--- src/design/wps_pkg.sv ---
`default_nettype none

package wps_pkg;

    // field and datapath widths
    localparam int CIRC_W     = 12;
    localparam int MAG_W      = 8;
    localparam int MIN_W      = 15;
    localparam int SPD_W      = 16;
    localparam int TIME_W     = 32;
    localparam int CNT_W      = 40;
    localparam int DIST_W     = 48;
    localparam int PROD_W     = CNT_W + CIRC_W;
    localparam int CMD_W      = 3;
    localparam int CFG_IDX_W  = 2;
    localparam int CFG_DATA_W = 15;

    // shared divider: dividend up to circ*1000 < 2^22, divisor up to dt*magnets < 2^40
    localparam int DIVN_W    = 22;
    localparam int DIVD_W    = TIME_W + MAG_W;
    localparam int DIV_CNT_W = $clog2(DIVN_W + 1);

    // 99 km/h interval: circ*3.6/99 ms = floor(2*circ/55)
    // 19066 = 2*ceil(2^19/55); exact for every 12-bit circumference
    localparam int MIN_IV_SHIFT = 19;
    localparam int MIN_IV_W     = CIRC_W + 15;
    localparam logic [MIN_IV_W-1:0] MIN_IV_RECIP = MIN_IV_W'(19066);
    localparam logic [DIVN_W-1:0]   MS_PER_S     = DIVN_W'(1000);

    localparam logic [SPD_W-1:0]  SPEED_MAX = '1;
    localparam logic [DIST_W-1:0] DIST_MAX  = '1;

    // command codes
    localparam logic [CMD_W-1:0] CMD_PULSE      = 3'd0;
    localparam logic [CMD_W-1:0] CMD_READ       = 3'd1;
    localparam logic [CMD_W-1:0] CMD_START_TRIP = 3'd2;
    localparam logic [CMD_W-1:0] CMD_STOP_TRIP  = 3'd3;
    localparam logic [CMD_W-1:0] CMD_RESET_TRIP = 3'd4;

    // register indexes
    localparam logic [CFG_IDX_W-1:0] REG_CIRC     = 2'd0;
    localparam logic [CFG_IDX_W-1:0] REG_MAGNETS  = 2'd1;
    localparam logic [CFG_IDX_W-1:0] REG_STOP_SPD = 2'd2;

    typedef enum logic [2:0] {
        ST_IDLE,
        ST_DEN,
        ST_SPD_GO,
        ST_SPD_WAIT,
        ST_DIST,
        ST_RESULT
    } seq_state_t;

    typedef struct packed {
        logic [CIRC_W-1:0] circ;
        logic [MAG_W-1:0]  magnets;
        logic [MIN_W-1:0]  stop_spd;
    } cfg_t;

    typedef struct packed {
        logic [CMD_W-1:0]  command;
        logic [TIME_W-1:0] now_ms;
        logic              clear_moving_time;
        logic              clear_total_distance;
    } item_t;

    typedef struct packed {
        logic              pulse_accepted;
        logic [SPD_W-1:0]  speed_mmps;
        logic [DIST_W-1:0] trip_distance_mm;
        logic [DIST_W-1:0] total_distance_mm;
        logic [CNT_W-1:0]  moving_time_ms;
    } res_t;

    typedef struct packed {
        logic              start;
        logic [DIVN_W-1:0] dividend;
        logic [DIVD_W-1:0] divisor;
    } div_req_t;

    typedef struct packed {
        logic              busy;
        logic              done;
        logic [DIVN_W-1:0] quotient;
    } div_rsp_t;

    function automatic logic [SPD_W-1:0] sat_speed(input logic [DIVN_W-1:0] q);
        sat_speed = (|q[DIVN_W-1:SPD_W]) ? SPEED_MAX : q[SPD_W-1:0];
    endfunction

    function automatic logic [DIST_W-1:0] sat_dist(input logic [PROD_W-1:0] p);
        sat_dist = (|p[PROD_W-1:DIST_W]) ? DIST_MAX : p[DIST_W-1:0];
    endfunction

endpackage

`default_nettype wire

--- src/design/wps_div.sv ---
`default_nettype none

// restoring divider, one quotient bit per cycle
module wps_div (
    input  wire logic                aclk,
    input  wire logic                aresetn,
    input  wire wps_pkg::div_req_t   req,
    output wps_pkg::div_rsp_t        rsp
);

    logic                               busy_reg, busy_next;
    logic                               done_reg, done_next;
    logic [wps_pkg::DIV_CNT_W-1:0]      cnt_reg, cnt_next;
    logic [wps_pkg::DIVN_W:0]           rem_reg, rem_next;
    logic [wps_pkg::DIVN_W-1:0]         quo_reg, quo_next;
    logic [wps_pkg::DIVD_W-1:0]         dvs_reg, dvs_next;

    logic [wps_pkg::DIVN_W:0]           shifted;
    logic                               fits;

    // divisor zero: every step fits, quotient all ones, saturates later
    assign shifted = {rem_reg[wps_pkg::DIVN_W-1:0], quo_reg[wps_pkg::DIVN_W-1]};
    assign fits    = {{(wps_pkg::DIVD_W-wps_pkg::DIVN_W-1){1'b0}}, shifted} >= dvs_reg;

    always_comb begin
        busy_next = busy_reg;
        done_next = 1'b0;
        cnt_next  = cnt_reg;
        rem_next  = rem_reg;
        quo_next  = quo_reg;
        dvs_next  = dvs_reg;
        if (req.start) begin
            busy_next = 1'b1;
            cnt_next  = wps_pkg::DIV_CNT_W'(wps_pkg::DIVN_W);
            rem_next  = '0;
            quo_next  = req.dividend;
            dvs_next  = req.divisor;
        end else if (busy_reg) begin
            if (fits) begin
                rem_next = shifted - dvs_reg[wps_pkg::DIVN_W:0];
            end else begin
                rem_next = shifted;
            end
            quo_next = {quo_reg[wps_pkg::DIVN_W-2:0], fits};
            cnt_next = cnt_reg - wps_pkg::DIV_CNT_W'(1);
            if (cnt_reg == wps_pkg::DIV_CNT_W'(1)) begin
                busy_next = 1'b0;
                done_next = 1'b1;
            end
        end
    end

    always_ff @(posedge aclk) begin
        if (!aresetn) begin
            busy_reg <= 1'b0;
            done_reg <= 1'b0;
            cnt_reg  <= '0;
        end else begin
            busy_reg <= busy_next;
            done_reg <= done_next;
            cnt_reg  <= cnt_next;
        end
    end

    always_ff @(posedge aclk) begin
        rem_reg <= rem_next;
        quo_reg <= quo_next;
        dvs_reg <= dvs_next;
    end

    assign rsp.busy     = busy_reg;
    assign rsp.done     = done_reg;
    assign rsp.quotient = quo_reg;

    a_start_idle: assert property (@(posedge aclk) disable iff (!aresetn)
        req.start |-> !busy_reg)
        else $error("divider started while busy");

    a_done_after_busy: assert property (@(posedge aclk) disable iff (!aresetn)
        done_reg |-> $past(busy_reg))
        else $error("divider done without a running division");

    a_cnt_idle: assert property (@(posedge aclk) disable iff (!aresetn)
        busy_reg |-> cnt_reg != '0)
        else $error("divider busy with empty step count");

endmodule

`default_nettype wire

--- src/design/wps_seq.sv ---
`default_nettype none

// command sequencer and speedometer state
module wps_seq (
    input  wire logic                aclk,
    input  wire logic                aresetn,
    input  wire wps_pkg::cfg_t       cfg,
    input  wire logic                item_valid,
    output logic                     item_ready,
    input  wire wps_pkg::item_t      item,
    input  wire logic                out_free,
    output logic                     res_valid,
    output wps_pkg::res_t            res,
    output wps_pkg::div_req_t        div_req,
    input  wire wps_pkg::div_rsp_t   div_rsp
);

    wps_pkg::seq_state_t state_reg, state_next;

    // request payload
    wps_pkg::item_t                 item_reg, item_next;
    logic [wps_pkg::TIME_W-1:0]     dt_reg, dt_next;
    logic [wps_pkg::DIVD_W-1:0]     den_reg, den_next;
    logic                           acc_reg, acc_next;
    logic [wps_pkg::SPD_W-1:0]      speed_reg, speed_next;
    logic [wps_pkg::PROD_W-1:0]     trip_prod_reg, trip_prod_next;
    logic [wps_pkg::PROD_W-1:0]     total_prod_reg, total_prod_next;

    // architectural state
    logic [wps_pkg::TIME_W-1:0]     last_pulse_reg, last_pulse_next;
    logic [wps_pkg::SPD_W-1:0]      held_speed_reg, held_speed_next;
    logic                           fresh_reg, fresh_next;
    logic                           trip_en_reg, trip_en_next;
    logic [wps_pkg::CNT_W-1:0]      trip_revs_reg, trip_revs_next;
    logic [wps_pkg::CNT_W-1:0]      total_revs_reg, total_revs_next;
    logic [wps_pkg::CNT_W-1:0]      moving_reg, moving_next;

    logic [wps_pkg::SPD_W-1:0]      q_sat;
    logic [wps_pkg::SPD_W-1:0]      est_min;
    logic [wps_pkg::SPD_W-1:0]      min_ext;
    logic [wps_pkg::MIN_IV_W-1:0]   min_iv_prod;
    logic [wps_pkg::MIN_IV_W-wps_pkg::MIN_IV_SHIFT-1:0] min_iv;

    assign q_sat   = wps_pkg::sat_speed(div_rsp.quotient);
    assign est_min = (q_sat < held_speed_reg) ? q_sat : held_speed_reg;
    assign min_ext = {1'b0, cfg.stop_spd};

    // 99 km/h filter interval by reciprocal multiply
    assign min_iv_prod = wps_pkg::MIN_IV_W'(cfg.circ) * wps_pkg::MIN_IV_RECIP;
    assign min_iv      = min_iv_prod[wps_pkg::MIN_IV_W-1:wps_pkg::MIN_IV_SHIFT];

    assign item_ready = (state_reg == wps_pkg::ST_IDLE);

    always_comb begin
        state_next      = state_reg;
        item_next       = item_reg;
        dt_next         = dt_reg;
        den_next        = den_reg;
        acc_next        = acc_reg;
        speed_next      = speed_reg;
        trip_prod_next  = trip_prod_reg;
        total_prod_next = total_prod_reg;
        last_pulse_next = last_pulse_reg;
        held_speed_next = held_speed_reg;
        fresh_next      = fresh_reg;
        trip_en_next    = trip_en_reg;
        trip_revs_next  = trip_revs_reg;
        total_revs_next = total_revs_reg;
        moving_next     = moving_reg;
        div_req         = '0;
        res_valid       = 1'b0;

        unique case (state_reg)
            wps_pkg::ST_IDLE: begin
                if (item_valid) begin
                    item_next  = item;
                    dt_next    = item.now_ms - last_pulse_reg;
                    acc_next   = 1'b0;
                    speed_next = held_speed_reg;
                    state_next = wps_pkg::ST_DIST;
                    unique case (item.command)
                        wps_pkg::CMD_PULSE: begin
                            state_next = wps_pkg::ST_DEN;
                        end
                        wps_pkg::CMD_READ: begin
                            if (fresh_reg) begin
                                speed_next = (held_speed_reg >= min_ext) ? held_speed_reg : '0;
                                fresh_next = 1'b0;
                            end else begin
                                state_next = wps_pkg::ST_DEN;
                            end
                        end
                        wps_pkg::CMD_START_TRIP: begin
                            trip_en_next = 1'b1;
                        end
                        wps_pkg::CMD_STOP_TRIP: begin
                            trip_en_next = 1'b0;
                        end
                        wps_pkg::CMD_RESET_TRIP: begin
                            trip_en_next   = 1'b0;
                            trip_revs_next = '0;
                        end
                        default: begin
                        end
                    endcase
                end
            end
            wps_pkg::ST_DEN: begin
                den_next = wps_pkg::DIVD_W'(dt_reg) * wps_pkg::DIVD_W'(cfg.magnets);
                if (item_reg.command == wps_pkg::CMD_PULSE) begin
                    // too soon after the last pulse: rejected, no divide
                    state_next = (dt_reg >= wps_pkg::TIME_W'(min_iv)) ?
                                 wps_pkg::ST_SPD_GO : wps_pkg::ST_DIST;
                end else begin
                    state_next = wps_pkg::ST_SPD_GO;
                end
            end
            wps_pkg::ST_SPD_GO: begin
                div_req.start    = 1'b1;
                div_req.dividend = wps_pkg::DIVN_W'(cfg.circ) * wps_pkg::MS_PER_S;
                div_req.divisor  = den_reg;
                state_next       = wps_pkg::ST_SPD_WAIT;
            end
            wps_pkg::ST_SPD_WAIT: begin
                if (div_rsp.done) begin
                    state_next = wps_pkg::ST_DIST;
                    if (item_reg.command == wps_pkg::CMD_PULSE) begin
                        acc_next        = 1'b1;
                        speed_next      = q_sat;
                        held_speed_next = q_sat;
                        last_pulse_next = item_reg.now_ms;
                        fresh_next      = 1'b1;
                        total_revs_next = total_revs_reg + wps_pkg::CNT_W'(1);
                        if (trip_en_reg) begin
                            trip_revs_next = trip_revs_reg + wps_pkg::CNT_W'(1);
                        end
                        if (q_sat >= min_ext) begin
                            moving_next = moving_reg + wps_pkg::CNT_W'(dt_reg);
                        end
                    end else begin
                        speed_next = (est_min >= min_ext) ? est_min : '0;
                        fresh_next = 1'b0;
                    end
                end
            end
            wps_pkg::ST_DIST: begin
                trip_prod_next  = wps_pkg::PROD_W'(trip_revs_reg) *
                                  wps_pkg::PROD_W'(cfg.circ);
                total_prod_next = wps_pkg::PROD_W'(total_revs_reg) *
                                  wps_pkg::PROD_W'(cfg.circ);
                state_next      = wps_pkg::ST_RESULT;
            end
            wps_pkg::ST_RESULT: begin
                if (out_free) begin
                    res_valid  = 1'b1;
                    state_next = wps_pkg::ST_IDLE;
                    // clears land after the values were reported
                    if (item_reg.command == wps_pkg::CMD_READ) begin
                        if (item_reg.clear_moving_time) begin
                            moving_next = '0;
                        end
                        if (item_reg.clear_total_distance) begin
                            total_revs_next = '0;
                        end
                    end
                end
            end
            default: begin
                state_next = wps_pkg::ST_IDLE;
            end
        endcase
    end

    assign res.pulse_accepted    = acc_reg;
    assign res.speed_mmps        = speed_reg;
    assign res.trip_distance_mm  = wps_pkg::sat_dist(trip_prod_reg);
    assign res.total_distance_mm = wps_pkg::sat_dist(total_prod_reg);
    assign res.moving_time_ms    = moving_reg;

    always_ff @(posedge aclk) begin
        if (!aresetn) begin
            state_reg      <= wps_pkg::ST_IDLE;
            last_pulse_reg <= '0;
            held_speed_reg <= '0;
            fresh_reg      <= 1'b0;
            trip_en_reg    <= 1'b0;
            trip_revs_reg  <= '0;
            total_revs_reg <= '0;
            moving_reg     <= '0;
        end else begin
            state_reg      <= state_next;
            last_pulse_reg <= last_pulse_next;
            held_speed_reg <= held_speed_next;
            fresh_reg      <= fresh_next;
            trip_en_reg    <= trip_en_next;
            trip_revs_reg  <= trip_revs_next;
            total_revs_reg <= total_revs_next;
            moving_reg     <= moving_next;
        end
    end

    always_ff @(posedge aclk) begin
        item_reg       <= item_next;
        dt_reg         <= dt_next;
        den_reg        <= den_next;
        acc_reg        <= acc_next;
        speed_reg      <= speed_next;
        trip_prod_reg  <= trip_prod_next;
        total_prod_reg <= total_prod_next;
    end

    a_fresh_from_pulse: assert property (@(posedge aclk) disable iff (!aresetn)
        $rose(fresh_reg) |-> item_reg.command == wps_pkg::CMD_PULSE)
        else $error("fresh pulse flag set by a non-pulse request");

    a_stamp_with_fresh: assert property (@(posedge aclk) disable iff (!aresetn)
        !$stable(last_pulse_reg) |-> fresh_reg && acc_reg)
        else $error("pulse time moved without an accepted pulse");

    a_done_in_wait: assert property (@(posedge aclk) disable iff (!aresetn)
        div_rsp.done |-> state_reg == wps_pkg::ST_SPD_WAIT)
        else $error("divider result arrived outside a wait state");

endmodule

`default_nettype wire

--- src/design/wheel_pulse_speedometer_top.sv ---
`default_nettype none

// Wheel pulse speedometer.
// Requests arrive on the s_ channel (valid/ready): a command (pulse, read,
// start/stop/reset trip), a millisecond timestamp and two clear flags for
// reads. Every accepted request yields exactly one result on the m_ channel:
// pulse accepted flag, speed in mm/s, trip and total distance in mm and
// moving time in ms.
// One shared restoring divider (one quotient bit a cycle, 22 steps) does the
// speed division under a small sequencer; the 99 km/h interval comes from a
// constant reciprocal multiply. The block takes one request at a time.
// s_ready drops while a request is in flight and returns the cycle after the
// result is loaded. The result sits in an output register; the next request
// is taken while it waits, and the sequencer holds its final step only if a
// new result is ready while m_ready is low. Config writes (cfg_*) are always
// ready; the user must write them only while idle, which the block itself
// does not enforce.
// Reset (aresetn, synchronous, active low) restores circumference 2000 mm,
// one magnet, minimum speed 1000 mm/s and clears all counters and flags.
module wheel_pulse_speedometer_top (
    input  wire logic                              aclk,
    input  wire logic                              aresetn,
    // configuration writes
    input  wire logic                              cfg_valid,
    output logic                                   cfg_ready,
    input  wire logic [wps_pkg::CFG_IDX_W-1:0]     cfg_index,
    input  wire logic [wps_pkg::CFG_DATA_W-1:0]    cfg_data,
    // request channel
    input  wire logic                              s_valid,
    output logic                                   s_ready,
    input  wire logic [wps_pkg::CMD_W-1:0]         s_command,
    input  wire logic [wps_pkg::TIME_W-1:0]        s_now_ms,
    input  wire logic                              s_clear_moving_time,
    input  wire logic                              s_clear_total_distance,
    // result channel
    output logic                                   m_valid,
    input  wire logic                              m_ready,
    output logic                                   m_pulse_accepted,
    output logic [wps_pkg::SPD_W-1:0]              m_speed_mmps,
    output logic [wps_pkg::DIST_W-1:0]             m_trip_distance_mm,
    output logic [wps_pkg::DIST_W-1:0]             m_total_distance_mm,
    output logic [wps_pkg::CNT_W-1:0]              m_moving_time_ms
);

    wps_pkg::cfg_t      cfg_reg, cfg_next;
    wps_pkg::item_t     item;
    wps_pkg::res_t      res;
    wps_pkg::res_t      out_reg, out_next;
    logic               out_valid_reg, out_valid_next;
    logic               out_free;
    logic               res_valid;
    wps_pkg::div_req_t  div_req;
    wps_pkg::div_rsp_t  div_rsp;

    // ---------------- configuration registers ----------------
    assign cfg_ready = 1'b1;

    always_comb begin
        cfg_next = cfg_reg;
        if (cfg_valid) begin
            unique case (cfg_index)
                wps_pkg::REG_CIRC:     cfg_next.circ     = cfg_data[wps_pkg::CIRC_W-1:0];
                wps_pkg::REG_MAGNETS:  cfg_next.magnets  = cfg_data[wps_pkg::MAG_W-1:0];
                wps_pkg::REG_STOP_SPD: cfg_next.stop_spd = cfg_data[wps_pkg::MIN_W-1:0];
                default: begin
                end
            endcase
        end
    end

    always_ff @(posedge aclk) begin
        if (!aresetn) begin
            cfg_reg.circ     <= wps_pkg::CIRC_W'(2000);
            cfg_reg.magnets  <= wps_pkg::MAG_W'(1);
            cfg_reg.stop_spd <= wps_pkg::MIN_W'(1000);
        end else begin
            cfg_reg <= cfg_next;
        end
    end

    // ---------------- request into the sequencer ----------------
    assign item.command              = s_command;
    assign item.now_ms               = s_now_ms;
    assign item.clear_moving_time    = s_clear_moving_time;
    assign item.clear_total_distance = s_clear_total_distance;

    wps_seq u_seq (
        .aclk       (aclk),
        .aresetn    (aresetn),
        .cfg        (cfg_reg),
        .item_valid (s_valid),
        .item_ready (s_ready),
        .item       (item),
        .out_free   (out_free),
        .res_valid  (res_valid),
        .res        (res),
        .div_req    (div_req),
        .div_rsp    (div_rsp)
    );

    wps_div u_div (
        .aclk    (aclk),
        .aresetn (aresetn),
        .req     (div_req),
        .rsp     (div_rsp)
    );

    // ---------------- output register ----------------
    // slot is free when empty or being drained this cycle
    assign out_free = !out_valid_reg || m_ready;

    always_comb begin
        out_next       = out_reg;
        out_valid_next = out_valid_reg;
        if (res_valid) begin
            out_next       = res;
            out_valid_next = 1'b1;
        end else if (m_ready) begin
            out_valid_next = 1'b0;
        end
    end

    always_ff @(posedge aclk) begin
        if (!aresetn) begin
            out_valid_reg <= 1'b0;
        end else begin
            out_valid_reg <= out_valid_next;
        end
    end

    always_ff @(posedge aclk) begin
        out_reg <= out_next;
    end

    assign m_valid             = out_valid_reg;
    assign m_pulse_accepted    = out_reg.pulse_accepted;
    assign m_speed_mmps        = out_reg.speed_mmps;
    assign m_trip_distance_mm  = out_reg.trip_distance_mm;
    assign m_total_distance_mm = out_reg.total_distance_mm;
    assign m_moving_time_ms    = out_reg.moving_time_ms;

    a_no_overwrite: assert property (@(posedge aclk) disable iff (!aresetn)
        res_valid |-> !out_valid_reg || m_ready)
        else $error("result loaded over an undelivered one");

    a_busy_blocks_input: assert property (@(posedge aclk) disable iff (!aresetn)
        (s_valid && s_ready) |=> !s_ready)
        else $error("second request taken while one is in flight");

    a_res_only_when_busy: assert property (@(posedge aclk) disable iff (!aresetn)
        res_valid |-> !s_ready)
        else $error("result produced with no request in flight");

endmodule

`default_nettype wire
--- config.mk ---
export PLATFORM = sky130hd
export DESIGN_NAME = wheel_pulse_speedometer_top
export DESIGN_NICKNAME = d
export VERILOG_FILES = /design/src/design/wps_pkg.sv /design/src/design/wps_div.sv /design/src/design/wps_seq.sv /design/src/design/wheel_pulse_speedometer_top.sv
export SDC_FILE = /design/constraint.sdc
export NUM_CORES = 2
export LEC_CHECK = 0
export BUFFER_PORTS_ARGS = -buffer_cell sky130_fd_sc_hd__buf_2
export CAP_MARGIN = 25
export CORE_ASPECT_RATIO = 0.75
export CORE_MARGIN = 1.5
export CORE_UTILIZATION = 55
export CTS_CLUSTER_DIAMETER = 80
export DETAILED_ROUTE_END_ITERATION = 16
export GPL_ROUTABILITY_DRIVEN = 0
export PLACE_DENSITY = 0.7
export SLEW_MARGIN = 0
export SYNTH_ARGS = -nofsm -noshare
export SYNTH_HDL_FRONTEND = slang
export SYNTH_SLANG_ARGS = --single-unit
--- constraint.sdc ---
create_clock -name aclk -period 26.2 [get_ports aclk]
set_clock_uncertainty 0.05 [all_clocks]
set_input_delay 2.62 -clock aclk [delete_from_list [all_inputs] [get_ports aclk]]
set_output_delay 2.62 -clock aclk [all_outputs]
set_load 0.01 [all_outputs]
==> reports/qor.txt <==
CP dominant cell by count -> fa_1
Max Slew Vio Count -> 0
Asr flop ratio synth -> 0
Peak supply drop -> 44.6 µV
Critical Path AT -> 8.69 ns
TritonCTS Buffers -> 77
Share of cells above drive strength 1 -> 0.0630
Ys Warns -> 0
Die area -> 0.131 mm²
Input/output buffers -> 213
Slowest cell on crit path -> buf_4
Max cap viols -> 0
DRT antenna net count -> 0
Register area share after synthesis -> 0.256
Post-CTS Setup Inserts -> 0
DR WL/cell -> 19.4 µm
Largest net degree at the start of global routing -> 70
Worst-Margin Slew -> 1.05 ns
# hold bufs at CTS -> 0
Clk slew on worst S/H paths -> 0.06 ns
PostCTS Resize Cnt -> 0
FMAX -> 124 MHz
Cell area after synthesis -> 0.0709 mm²
Dpl hpwl -> 131 mm
Endpoints failing hold -> 0
CP Capture Type -> register
Final min period -> 8.09 ns
Slew Limit Headroom -> 0.295
PwrDens -> 43.3 mW/mm²
Power Total -> 3.28 mW
Mean Syn Cell Area -> 9.68 µm²
CTS H-tree depth -> 3
Dpl cells -> 8905
CTS Buffer Depth -> 3
Synth unique cells -> 91
DRC violations left -> 0
Critical path type -> register to register
Net count after synthesis -> 8922
Most frequent cells in the layout -> 1158 x nand2_1, 1082 x inv_1, 1020 x fa_1
Clk Latency, worst-skew pair -> 0.70 ns
Number of synthesized flops with an enable pin -> 445
P_leak -> 32.0 nW
Initial core utilization -> 0.557
Post-synth top flop -> edfxtp_1
IO Pins -> 215
Area grow syn2layout -> 7.08%
All-Layer GR Usage -> 0.274
Worst hold slack -> 0.368 ns
Initial antenna violation count -> 3
Setup TNS -> 0 ns
Drt via density -> 5.67
Post-Layout Cell Count -> 9052
Worst-path fanout max -> 57
Starting DRT DRC Count -> 4166
# nets final -> 8917
Global-route wire length before repair -> 284 mm
RSZ-0062 raised after global routing -> false
Most common cell after layout, fill and taps aside -> nand2_1
CTS tree -> built
Root buffer cell -> clkbuf_16
Vias in the first global route -> 51600
Critical path required time -> 26.80 ns
Clock sinks -> 683
Die Span X -> 418 µm
Tcrit/Tclk final -> 0.309
Mapped Cells -> 7323
Grt ovf -> 0
Total number of vias -> 51300
Status -> finished clean
DR pass1 iterations -> 8
Routed WL -> 175 mm
CP peak stage delay -> 0.69 ns
Cell Rows -> 113
Yosys reg bits -> 683
Finish-stage setup viols -> 0
Min-delay worst type -> register to register
Core area -> 0.127 mm²
Die Height -> 314 µm
Startpoint Class -> register
## power by group
group          internal (mW)  total (mW)  switching [mW]
Clock                  0.662        1.14           0.480
Combinational          0.327       0.834           0.507
Sequential              1.24        1.31          0.0707
Total                   2.23        3.28            1.06
## critical path: cells and delay by family (launching register included)
kind / cells / cell delay [ns]
AOI/OAI and AO/OA: 11 / 2.04
adders and majority gates: 7 / 2.96
xor gates and xnor gates: 1 / 0.20
buffers and inverters: 5 / 1.02
DFF: 1 / 0.64
and+or+nand+nor: 7 / 1.09
## cells in the mapped netlist, drive strengths merged (28+ instances only)
| master | n | share of area |
|---|---|---|
| o21bai | 29 | 0.0031 |
| a211oi | 37 | 0.0040 |
| nor2b | 56 | 0.0049 |
| fa | 1020 | 0.29 |
| nand3 | 72 | 0.0053 |
| inv | 1086 | 0.057 |
| nand2 | 1159 | 0.061 |
| and2 | 424 | 0.037 |
| nor2 | 277 | 0.015 |
| edfxtp | 445 | 0.19 |
| nor3 | 54 | 0.0038 |
| nand2b | 131 | 0.012 |
| o21ai | 169 | 0.012 |
| a21o | 126 | 0.013 |
| xor2 | 122 | 0.015 |
| and3 | 78 | 0.0069 |
| nand4 | 48 | 0.0044 |
| o21a | 46 | 0.0049 |
| xnor2 | 164 | 0.020 |
| o211ai | 33 | 0.0035 |
| buf | 28 | 0.0020 |
| a21oi | 245 | 0.017 |
| clkbuf | 326 | 0.017 |
| a21boi | 62 | 0.0066 |
| dfxtp | 238 | 0.067 |
| ha | 520 | 0.092 |
## final timing paths
| check | from | to | slack, ns | depth (start not counted) |
|---|---|---|---|---|
| min | u_seq.speed_reg[15] | m_speed_mmps[15] | 0.37 | 0 |
| min reg2reg | u_seq.speed_reg[15] | m_speed_mmps[15] | 0.37 | 0 |
| max | cfg_reg[32] | u_seq.state_reg[2] | 18.11 | 31 |
| max reg2reg | cfg_reg[32] | u_seq.state_reg[2] | 18.11 | 31 |
## area by class of cell
type                       instances  area, µm²
clock buffer                     104       2180
clock inverter                    38        487
timing repair buffer             270       1520
multi-input combinational       5199      47400
fill                           10700      51300
inverter                        1087       4090
tap                             1667       2090
antenna                            4       10.0
sequential                       683      18200
## metal layers
metal	track usage	share of wire	vias to the layer above
met5	0	0.000074	-
met4	0.0820	0.032	2
met3	0.0454	0.081	276
met2	0.415	0.44	2002
met1	0.404	0.44	25600
li1	-	-	23400
## cell families (layout without fill, tap and decap cells)
| kind of cell | after synthesis | after routing | synth area share |
|---|---|---|---|
| compound gates | 931 | 931 | 0.0864 |
| xor+xnor | 286 | 286 | 0.0353 |
| fa+ha+maj | 1540 | 1540 | 0.380 |
| buf+inv | 1441 | 1499 | 0.0768 |
| flops | 683 | 683 | 0.256 |
| mux | 32 | 32 | 0.00461 |
| other cells | 1 | 5 | 0.0000529 |
| simple gates | 2409 | 2409 | 0.162 |
## metrics by stage
stage / utilization / area, µm² / setup WS (ns)
final: 0.597 / 75900 / 18.11
after global routing: 0.597 / 75900 / 17.58
after CTS: 0.596 / 75900 / 18.16
after detailed placement: 0.576 / 73200 / 18.18
after global placement: 0.575 / 73200 / 18.32
after floorplan: - / 70900 / 17.10
Power figures use the tool's default switching activity.
